## src/design/stip_pkg.sv

```systemverilog
// Shared types, constants and parse state for the string-to-integer parser.
`default_nettype none
package stip_pkg;

  localparam int VALUE_BITS    = 64;
  localparam int POSITION_BITS = 16;
  localparam int RADIX_BITS    = 6;
  localparam int CHAR_BITS     = 8;
  localparam int OUT_VAL_BITS  = 64;
  localparam int OUT_POS_BITS  = 16;
  localparam int DIGIT_BITS    = 7;
  localparam int PROD_BITS     = VALUE_BITS + RADIX_BITS;
  localparam int OUT_DATA_BITS = 88;

  localparam logic [RADIX_BITS-1:0] RADIX_RESET = RADIX_BITS'(10);
  localparam logic [RADIX_BITS-1:0] RADIX_AUTO  = RADIX_BITS'(0);
  localparam logic [RADIX_BITS-1:0] RADIX_ONE   = RADIX_BITS'(1);
  localparam logic [RADIX_BITS-1:0] RADIX_MAX   = RADIX_BITS'(36);
  localparam logic [RADIX_BITS-1:0] BASE_DEC    = RADIX_BITS'(10);
  localparam logic [RADIX_BITS-1:0] BASE_OCT    = RADIX_BITS'(8);
  localparam logic [RADIX_BITS-1:0] BASE_HEX    = RADIX_BITS'(16);

  localparam logic [CHAR_BITS-1:0] CH_NUL   = 8'h00;
  localparam logic [CHAR_BITS-1:0] CH_TAB   = 8'h09;
  localparam logic [CHAR_BITS-1:0] CH_CR    = 8'h0D;
  localparam logic [CHAR_BITS-1:0] CH_SPACE = 8'h20;
  localparam logic [CHAR_BITS-1:0] CH_PLUS  = 8'h2B;
  localparam logic [CHAR_BITS-1:0] CH_MINUS = 8'h2D;
  localparam logic [CHAR_BITS-1:0] CH_ZERO  = 8'h30;
  localparam logic [CHAR_BITS-1:0] CH_NINE  = 8'h39;
  localparam logic [CHAR_BITS-1:0] CH_UP_A  = 8'h41;
  localparam logic [CHAR_BITS-1:0] CH_UP_X  = 8'h58;
  localparam logic [CHAR_BITS-1:0] CH_UP_Z  = 8'h5A;
  localparam logic [CHAR_BITS-1:0] CH_LO_A  = 8'h61;
  localparam logic [CHAR_BITS-1:0] CH_LO_X  = 8'h78;
  localparam logic [CHAR_BITS-1:0] CH_LO_Z  = 8'h7A;

  localparam logic [DIGIT_BITS-1:0] DIGIT_NONE = DIGIT_BITS'(99);

  localparam logic [VALUE_BITS-1:0]    VALUE_LIM = {1'b0, {(VALUE_BITS-1){1'b1}}};
  localparam logic [POSITION_BITS-1:0] POS_MAX   = '1;

  typedef enum logic [1:0] {
    PH_WS,
    PH_SIGNED,
    PH_DIGITS,
    PH_DONE
  } phase_t;

  typedef enum logic [1:0] {
    ST_OK,
    ST_BASE,
    ST_CHAR,
    ST_OVF
  } status_t;

  typedef struct packed {
    phase_t                   phase;
    logic                     neg;
    logic                     lzero;
    logic [RADIX_BITS-1:0]    base;
    logic [VALUE_BITS-1:0]    acc;
    logic [POSITION_BITS-1:0] pos;
    logic [POSITION_BITS-1:0] stop;
    status_t                  err;
  } parse_state_t;

  typedef struct packed {
    status_t                 status;
    logic [OUT_POS_BITS-1:0] stop_position;
    logic [OUT_VAL_BITS-1:0] value;
  } result_t;

  localparam parse_state_t STATE_CLEAR = '{
    phase: PH_WS,
    neg:   1'b0,
    lzero: 1'b0,
    base:  '0,
    acc:   '0,
    pos:   '0,
    stop:  '0,
    err:   ST_OK
  };

endpackage
`default_nettype wire

```

## src/design/stip_step.sv

```systemverilog
// Per-character parse step: next parse state and the result for a final character.
`default_nettype none
module stip_step (
  input  wire logic [stip_pkg::RADIX_BITS-1:0] radix,
  input  wire logic [stip_pkg::CHAR_BITS-1:0]  char_code,
  input  wire logic                            last_char,
  input  wire stip_pkg::parse_state_t          cur,
  output stip_pkg::parse_state_t               nxt,
  output stip_pkg::result_t                    res
);

  function automatic logic is_space(input logic [stip_pkg::CHAR_BITS-1:0] c);
    is_space = (c == stip_pkg::CH_SPACE) || (c >= stip_pkg::CH_TAB && c <= stip_pkg::CH_CR);
  endfunction

  function automatic logic [stip_pkg::DIGIT_BITS-1:0] digit_val(
    input logic [stip_pkg::CHAR_BITS-1:0] c
  );
    logic [stip_pkg::CHAR_BITS-1:0] t;
    t = '0;
    if (c >= stip_pkg::CH_ZERO && c <= stip_pkg::CH_NINE) begin
      t = c - stip_pkg::CH_ZERO;
    end else if (c >= stip_pkg::CH_UP_A && c <= stip_pkg::CH_UP_Z) begin
      t = c - stip_pkg::CH_UP_A + 8'd10;
    end else if (c >= stip_pkg::CH_LO_A && c <= stip_pkg::CH_LO_Z) begin
      t = c - stip_pkg::CH_LO_A + 8'd10;
    end else begin
      t = 8'(stip_pkg::DIGIT_NONE);
    end
    digit_val = t[stip_pkg::DIGIT_BITS-1:0];
  endfunction

  stip_pkg::parse_state_t                s;
  logic                                  take;
  logic                                  begin_num;
  logic                                  base_bad;
  logic                                  end_char;
  logic [stip_pkg::POSITION_BITS-1:0]    pn;
  logic [stip_pkg::DIGIT_BITS-1:0]       digit;
  logic [stip_pkg::PROD_BITS-1:0]        prod;
  logic [stip_pkg::VALUE_BITS-1:0]       v;
  logic [31:0]                           stop_w;

  always_comb begin
    s         = cur;
    take      = 1'b0;
    begin_num = 1'b0;
    base_bad  = (radix == stip_pkg::RADIX_ONE) || (radix > stip_pkg::RADIX_MAX);
    end_char  = (char_code == stip_pkg::CH_NUL) || is_space(char_code);
    pn        = (cur.pos == stip_pkg::POS_MAX) ? cur.pos : cur.pos + 1'b1;

    case (cur.phase)
      stip_pkg::PH_WS: begin
        if (!is_space(char_code)) begin
          if (char_code == stip_pkg::CH_PLUS || char_code == stip_pkg::CH_MINUS) begin
            s.neg   = (char_code == stip_pkg::CH_MINUS);
            s.phase = stip_pkg::PH_SIGNED;
          end else begin
            begin_num = 1'b1;
          end
        end
      end
      stip_pkg::PH_SIGNED: begin
        begin_num = 1'b1;
      end
      stip_pkg::PH_DIGITS: begin
        s.lzero = 1'b0;
        if (cur.lzero &&
            (char_code == stip_pkg::CH_LO_X || char_code == stip_pkg::CH_UP_X)) begin
          s.base = stip_pkg::BASE_HEX;
        end else if (end_char) begin
          s.stop  = cur.pos;
          s.phase = stip_pkg::PH_DONE;
        end else begin
          take = 1'b1;
        end
      end
      default: ;
    endcase

    if (begin_num) begin
      if (base_bad) begin
        s.stop  = cur.pos;
        s.err   = stip_pkg::ST_BASE;
        s.phase = stip_pkg::PH_DONE;
      end else begin
        s.phase = stip_pkg::PH_DIGITS;
        if (end_char) begin
          s.base  = (radix == stip_pkg::RADIX_AUTO) ? stip_pkg::BASE_DEC : radix;
          s.stop  = cur.pos;
          s.phase = stip_pkg::PH_DONE;
        end else if (radix == stip_pkg::RADIX_AUTO) begin
          if (char_code == stip_pkg::CH_ZERO) begin
            s.base  = stip_pkg::BASE_OCT;
            s.lzero = 1'b1;
          end else begin
            s.base = stip_pkg::BASE_DEC;
            take   = 1'b1;
          end
        end else begin
          s.base = radix;
          if (radix == stip_pkg::BASE_HEX && char_code == stip_pkg::CH_ZERO) begin
            s.lzero = 1'b1;
          end else begin
            take = 1'b1;
          end
        end
      end
    end

    // acc * base + d > lim is the same test as acc > (lim - d) / base
    digit = digit_val(char_code);
    prod  = stip_pkg::PROD_BITS'(s.acc) * stip_pkg::PROD_BITS'(s.base)
          + stip_pkg::PROD_BITS'(digit);
    if (take) begin
      if (digit >= stip_pkg::DIGIT_BITS'(s.base)) begin
        s.stop  = cur.pos;
        s.err   = stip_pkg::ST_CHAR;
        s.phase = stip_pkg::PH_DONE;
      end else begin
        if (s.err != stip_pkg::ST_OVF &&
            prod > stip_pkg::PROD_BITS'(stip_pkg::VALUE_LIM)) begin
          s.err = stip_pkg::ST_OVF;
        end
        s.acc = prod[stip_pkg::VALUE_BITS-1:0];
      end
    end

    // string ended without a terminator: act as if a NUL followed
    if (last_char) begin
      if (s.phase == stip_pkg::PH_WS || s.phase == stip_pkg::PH_SIGNED) begin
        s.stop  = pn;
        s.phase = stip_pkg::PH_DONE;
        if (base_bad) begin
          s.err = stip_pkg::ST_BASE;
        end
      end else if (s.phase != stip_pkg::PH_DONE) begin
        s.stop  = pn;
        s.phase = stip_pkg::PH_DONE;
      end
    end

    if (s.err == stip_pkg::ST_BASE || s.err == stip_pkg::ST_CHAR) begin
      v = '1;
    end else begin
      v = s.neg ? (~s.acc + 1'b1) : s.acc;
    end
    stop_w = 32'(s.stop);

    res.value         = stip_pkg::OUT_VAL_BITS'($signed(v));
    res.stop_position = (stop_w > 32'(16'hFFFF)) ? 16'hFFFF
                                                 : stop_w[stip_pkg::OUT_POS_BITS-1:0];
    res.status        = s.err;

    if (last_char) begin
      nxt = stip_pkg::STATE_CLEAR;
    end else begin
      nxt     = s;
      nxt.pos = pn;
    end
  end

endmodule
`default_nettype wire

```

## src/design/string_to_integer_parser_unit.sv

```systemverilog
// Streaming strtol-style parser: one character per beat in, one result per string out.
//
// Input channel in_*: one character per beat in in_tdata[7:0], in_tlast on the
// final character of a string. Result channel out_*: one beat per string, sent
// for the beat that carried in_tlast. cfg_we/cfg_wdata write the radix
// (0 = auto, 2..36 valid, others flagged as a bad base); write it only while idle.
//
// Throughput: one character per cycle while the result channel is not
// stalled. The parse state is updated per character by a single 64x6
// multiply-add and compare. A final character passes the input register,
// then the result register, before it shows on out_tvalid.
//
// Reset (rst_n low, synchronous) empties both registers, clears the parse
// state and sets the radix to 10. When out_tready is low the result beat
// holds; the input register still takes one more character, after which
// in_tready drops until the result is taken. Characters after a stop are
// consumed and ignored up to the final one.
`default_nettype none
module string_to_integer_parser_unit (
  input  wire logic                                 clk,
  input  wire logic                                 rst_n,
  input  wire logic                                 cfg_we,
  input  wire logic [stip_pkg::RADIX_BITS-1:0]      cfg_wdata,     // radix
  input  wire logic                                 in_tvalid,
  output logic                                      in_tready,
  input  wire logic [stip_pkg::CHAR_BITS-1:0]       in_tdata,      // char_code
  input  wire logic                                 in_tlast,      // last_char
  output logic                                      out_tvalid,
  input  wire logic                                 out_tready,
  // value[63:0], stop_position[79:64], status[81:80], zeros[87:82]
  output logic [stip_pkg::OUT_DATA_BITS-1:0]        out_tdata
);

  logic [stip_pkg::RADIX_BITS-1:0]  radix_r;
  logic [stip_pkg::CHAR_BITS-1:0]   char_r;
  logic                             last_r;
  logic                             in_valid_r;
  logic                             out_valid_r;
  stip_pkg::result_t                res_r;
  stip_pkg::parse_state_t           st_r;
  stip_pkg::parse_state_t           st_nxt;
  stip_pkg::result_t                res_nxt;
  logic                             adv;
  logic                             proc;

  assign adv       = !out_valid_r || out_tready;
  assign proc      = in_valid_r && adv;
  assign in_tready = !in_valid_r || adv;

  stip_step u_step (
    .radix     (radix_r),
    .char_code (char_r),
    .last_char (last_r),
    .cur       (st_r),
    .nxt       (st_nxt),
    .res       (res_nxt)
  );

  always_ff @(posedge clk) begin
    if (!rst_n) begin
      radix_r     <= stip_pkg::RADIX_RESET;
      in_valid_r  <= 1'b0;
      out_valid_r <= 1'b0;
      st_r        <= stip_pkg::STATE_CLEAR;
    end else begin
      if (cfg_we) begin
        radix_r <= cfg_wdata;
      end
      if (in_tready) begin
        in_valid_r <= in_tvalid;
      end
      if (proc) begin
        st_r <= st_nxt;
      end
      if (adv) begin
        out_valid_r <= proc && last_r;
      end
    end
  end

  always_ff @(posedge clk) begin
    if (in_tready && in_tvalid) begin
      char_r <= in_tdata;
      last_r <= in_tlast;
    end
    if (proc && last_r) begin
      res_r <= res_nxt;
    end
  end

  assign out_tvalid = out_valid_r;
  assign out_tdata  = stip_pkg::OUT_DATA_BITS'(res_r);

endmodule
`default_nettype wire

```

## config.mk

```make
export PLATFORM = sky130hd
export DESIGN_NAME = string_to_integer_parser_unit
export DESIGN_NICKNAME = d
export VERILOG_FILES = /design/src/design/stip_pkg.sv /design/src/design/stip_step.sv /design/src/design/string_to_integer_parser_unit.sv
export SDC_FILE = /design/constraint.sdc
export NUM_CORES = 2
export LEC_CHECK = 0
export BUFFER_PORTS_ARGS = -buffer_cell sky130_fd_sc_hd__buf_2
export CAP_MARGIN = 40
export CORE_MARGIN = 3
export CORE_UTILIZATION = 30
export DETAILED_ROUTE_END_ITERATION = 8
export HOLD_SLACK_MARGIN = 0.02
export RECOVER_POWER = 100
export SETUP_SLACK_MARGIN = 0.15
export SLEW_MARGIN = 20
export SYNTH_ARGS = -nofsm -noshare
export SYNTH_HDL_FRONTEND = slang
export SYNTH_SLANG_ARGS = --single-unit
```

## constraint.sdc

```tcl
create_clock -name clk -period 12.05 [get_ports clk]
set_input_delay 0.6025 -clock clk [delete_from_list [all_inputs] [get_ports clk]]
set_output_delay 0.6025 -clock clk [all_outputs]
set_load 0.05 [all_outputs]
```

==> impl_metrics.csv <==
group,metric,value,unit
yosys,muxShareOfSynthArea,0.0176,
timing,relSlewSlack,-1.02,
floorplanning,die-area,0.0906,mm²
global_route,grt_max_degree,64,
clocking,clk_latency,0.57,ns
final_layout,mostFrequentLayoutCells,"and2_1, nand2_1, fa_1",
timing,max_freq,0.0925,GHz
floorplanning,die_h,301,µm
global_route,antenna_found_initial,2,
global_route,grt_overflow,0,
clocking,post_cts_buffers,0,
critical_path,path_max_fanout,38,
yosys,ys_ff_latch,207,
critical_path,cp-start-kind,"register",
clocking,clk_pin_slew,0.06,ns
placed_design,io_buffers,103,
yosys,ys.flop_type,"dfxtp_1",
timing,maxSlewViolCount,201,
flow_run,maxCapViolCount,4,
timing,period_minus_slack,10.81,ns
critical_path,path_class,"reg -> reg",
floorplanning,io_pins,110,
yosys,ys_types,95,
detailed_routing,via_per_inst,5.56,
yosys,synth-compound-area-share,0.180,
detailed_routing,dr.pass1.iters,6,
clocking,cts_root_buffer,"clkbuf_16",
yosys,synth_edf_count,91,
final_layout,register_area,0.00505,mm²
final_layout,area_growth,8.30,%
final_layout,fillers,8984,
worst_hold_path,holdCritPathClass,"in -> reg",
timing,tightest_slew,3.03,ns
yosys,synthSimpleGateAreaFrac,0.257,
yosys,synthesis.instances,3045,
timing,finalSetupTns,0,ns
detailed_routing,ant_nets,0,
detailed_routing,dr_total_vias,23200,
timing,setup_viol,0,
pwr,vdd_drop_max,102,µV
critical_path,crit_path_end_kind,"register",
final_layout,diodes,0,
clocking,cts.sinks,207,
critical_path,cp.required,12.33,ns
pwr,total_power,1.84,mW
final_layout,multiInputGateArea,0.0199,mm²
detailed_routing,drtIter0Drc,2169,
clocking,htreeDepth,1,
clocking,cts_tree,"built",
floorplanning,rows,107,
clocking,cts_buffer_depth,3,
timing,finalHoldViolCount,0,
yosys,async_flop_share,0,
yosys,synth_fa_ha_area_frac,0.272,
critical_path,cp_data_arrival_time,11.09,ns
status,violations,"capacitance limit, slew limit",
clocking,ctsHoldBuffers,0,
critical_path,max_stage_delay,0.93,ns
yosys,avgSynthCellArea,8.57,µm²
global_route,grt_usage,0.186,
critical_path,cp_slowest_cell,"nor4b_1",
detailed_routing,drt-total-wl,85500,µm
pwr,p_leak,11.7,nW
yosys,synth_top_family_by_area,"adder cells",
pwr,p_per_area,65.1,mW/mm²
final_layout,drive_above_1_share,0.0423,
floorplanning,core,0.0857,mm²
yosys,synth_xor_area_frac,0.0325,
status,status,"finished with violations",
clocking,ctsResizeCount,0,
timing,skew,0.0206,ns
timing,period_share,0.897,
timing,rsz0062_at_grt,"no",
global_route,grt_pass1_wl,135000,µm
detailed_routing,drc,0,
final_layout,num-nets-final,3443,
critical_path,cpMostUsedCell,"a21oi_1",
yosys,syn_area,0.0261,mm²
detailed_routing,drt-wirelength-per-cell,20.5,µm
global_route,grt_pass1_vias,22600,
clocking,cts_buffers,25,
floorplanning,initial_core_util,0.305,
final_layout,final_common_cell,"and2_1",
floorplanning,fp.dieW,301,µm
placed_design,place_congestion,0.963,
yosys,seq_area_frac_synth,0.194,
placed_design,dpl.hpwl,66000,µm
yosys,ys_warn_count,0,
where the power goes:
group	switching, mW	total [mW]	internal (mW)	leakage [nW]
clock	0.342	0.775	0.433	0.400
combinational	0.224	0.295	0.0719	9.54
sequential	0.0113	0.771	0.759	1.74
total	0.577	1.84	1.26	11.7
registers in the layout (all words and copies together), names as in the netlist:
signal      flops
char_r          8
in_valid_r      1
last_r          1
out_tdata      82
out_tvalid      1
radix_r         6
st_r          108
layout make-up:
| class | count | area share |
|---|---|---|
| timing repair buffer | 141 | 0.0235 |
| inverter | 99 | 0.0132 |
| sequential | 207 | 0.179 |
| clock inverter | 18 | 0.00624 |
| clock buffer | 28 | 0.0225 |
| tap | 1144 | 0.0506 |
| multi-input combinational | 2533 | 0.705 |
final timing paths:
path                        start                           to  slack, ns  cells past startpoint
max           char_r[0]$_DFFE_PP_  out_tdata[58]$_SDFFCE_PP1P_       1.24                     32
min                   in_tdata[1]          char_r[1]$_DFFE_PP_       0.22                      1
max reg2reg   char_r[0]$_DFFE_PP_  out_tdata[58]$_SDFFCE_PP1P_       1.24                     32
min reg2reg  st_r[1]$_SDFFE_PN0P_         st_r[1]$_SDFFE_PN0P_       0.51                      2
Yosys cell counts (45+ instances only):
| cell type | n | area share |
|---|---|---|
| and2_1 | 356 | 0.085 |
| nand2_1 | 297 | 0.043 |
| fa_1 | 253 | 0.19 |
| a21oi_1 | 176 | 0.034 |
| clkbuf_1 | 175 | 0.025 |
| ha_1 | 163 | 0.078 |
| o21ai_0 | 158 | 0.030 |
| nor2_1 | 157 | 0.023 |
| nor2b_1 | 141 | 0.034 |
| dfxtp_1 | 116 | 0.089 |
| inv_1 | 99 | 0.014 |
| edfxtp_1 | 91 | 0.10 |
| nor3_1 | 68 | 0.013 |
| a22oi_1 | 64 | 0.018 |
| xnor2_1 | 52 | 0.017 |
| xor2_1 | 45 | 0.015 |
routing by layer:
layer / up-vias / track usage / routed length, µm
li1: 10600 / - / -
met1: 11400 / 0.275 / 39200
met2: 969 / 0.286 / 37400
met3: 172 / 0.0203 / 6410
met4: 2 / 0.0490 / 2480
met5: - / 0 / 8
per-stage QoR:
stage,hold WS [ns],instance area (µm²),utilization,setup slack (ns),std cells
detailed placement,0.492,27600,0.323,1.67,4123
CTS,0.201,28500,0.332,1.67,4169
finish,0.225,28300,0.330,1.24,4170
floorplan,0.466,26100,-,3.53,3050
global route,0.201,28300,0.330,0.484,4170
global placement,0.489,27500,0.322,1.28,4114
worst max-delay path, delay by kind of cell, from the launching register on:
kind,cells,cell delay [ns]
buf+inv,5,1.08
simple gates,10,3.44
flops,1,0.47
compound gates,9,2.79
fa+ha+maj,6,2.27
xor+xnor,2,0.45
cell families (layout without fill, tap and decap cells):
| kind of cell | Yosys count | after routing |
|---|---|---|
| and+or+nand+nor | 1257 | 1257 |
| AOI/OAI and AO/OA | 712 | 712 |
| adders and majority gates | 416 | 416 |
| buffers and inverters | 310 | 286 |
| DFF | 207 | 207 |
| xor gates and xnor gates | 97 | 97 |
| muxes | 45 | 45 |
| other | 1 | 6 |
Power figures use the tool's default switching activity.
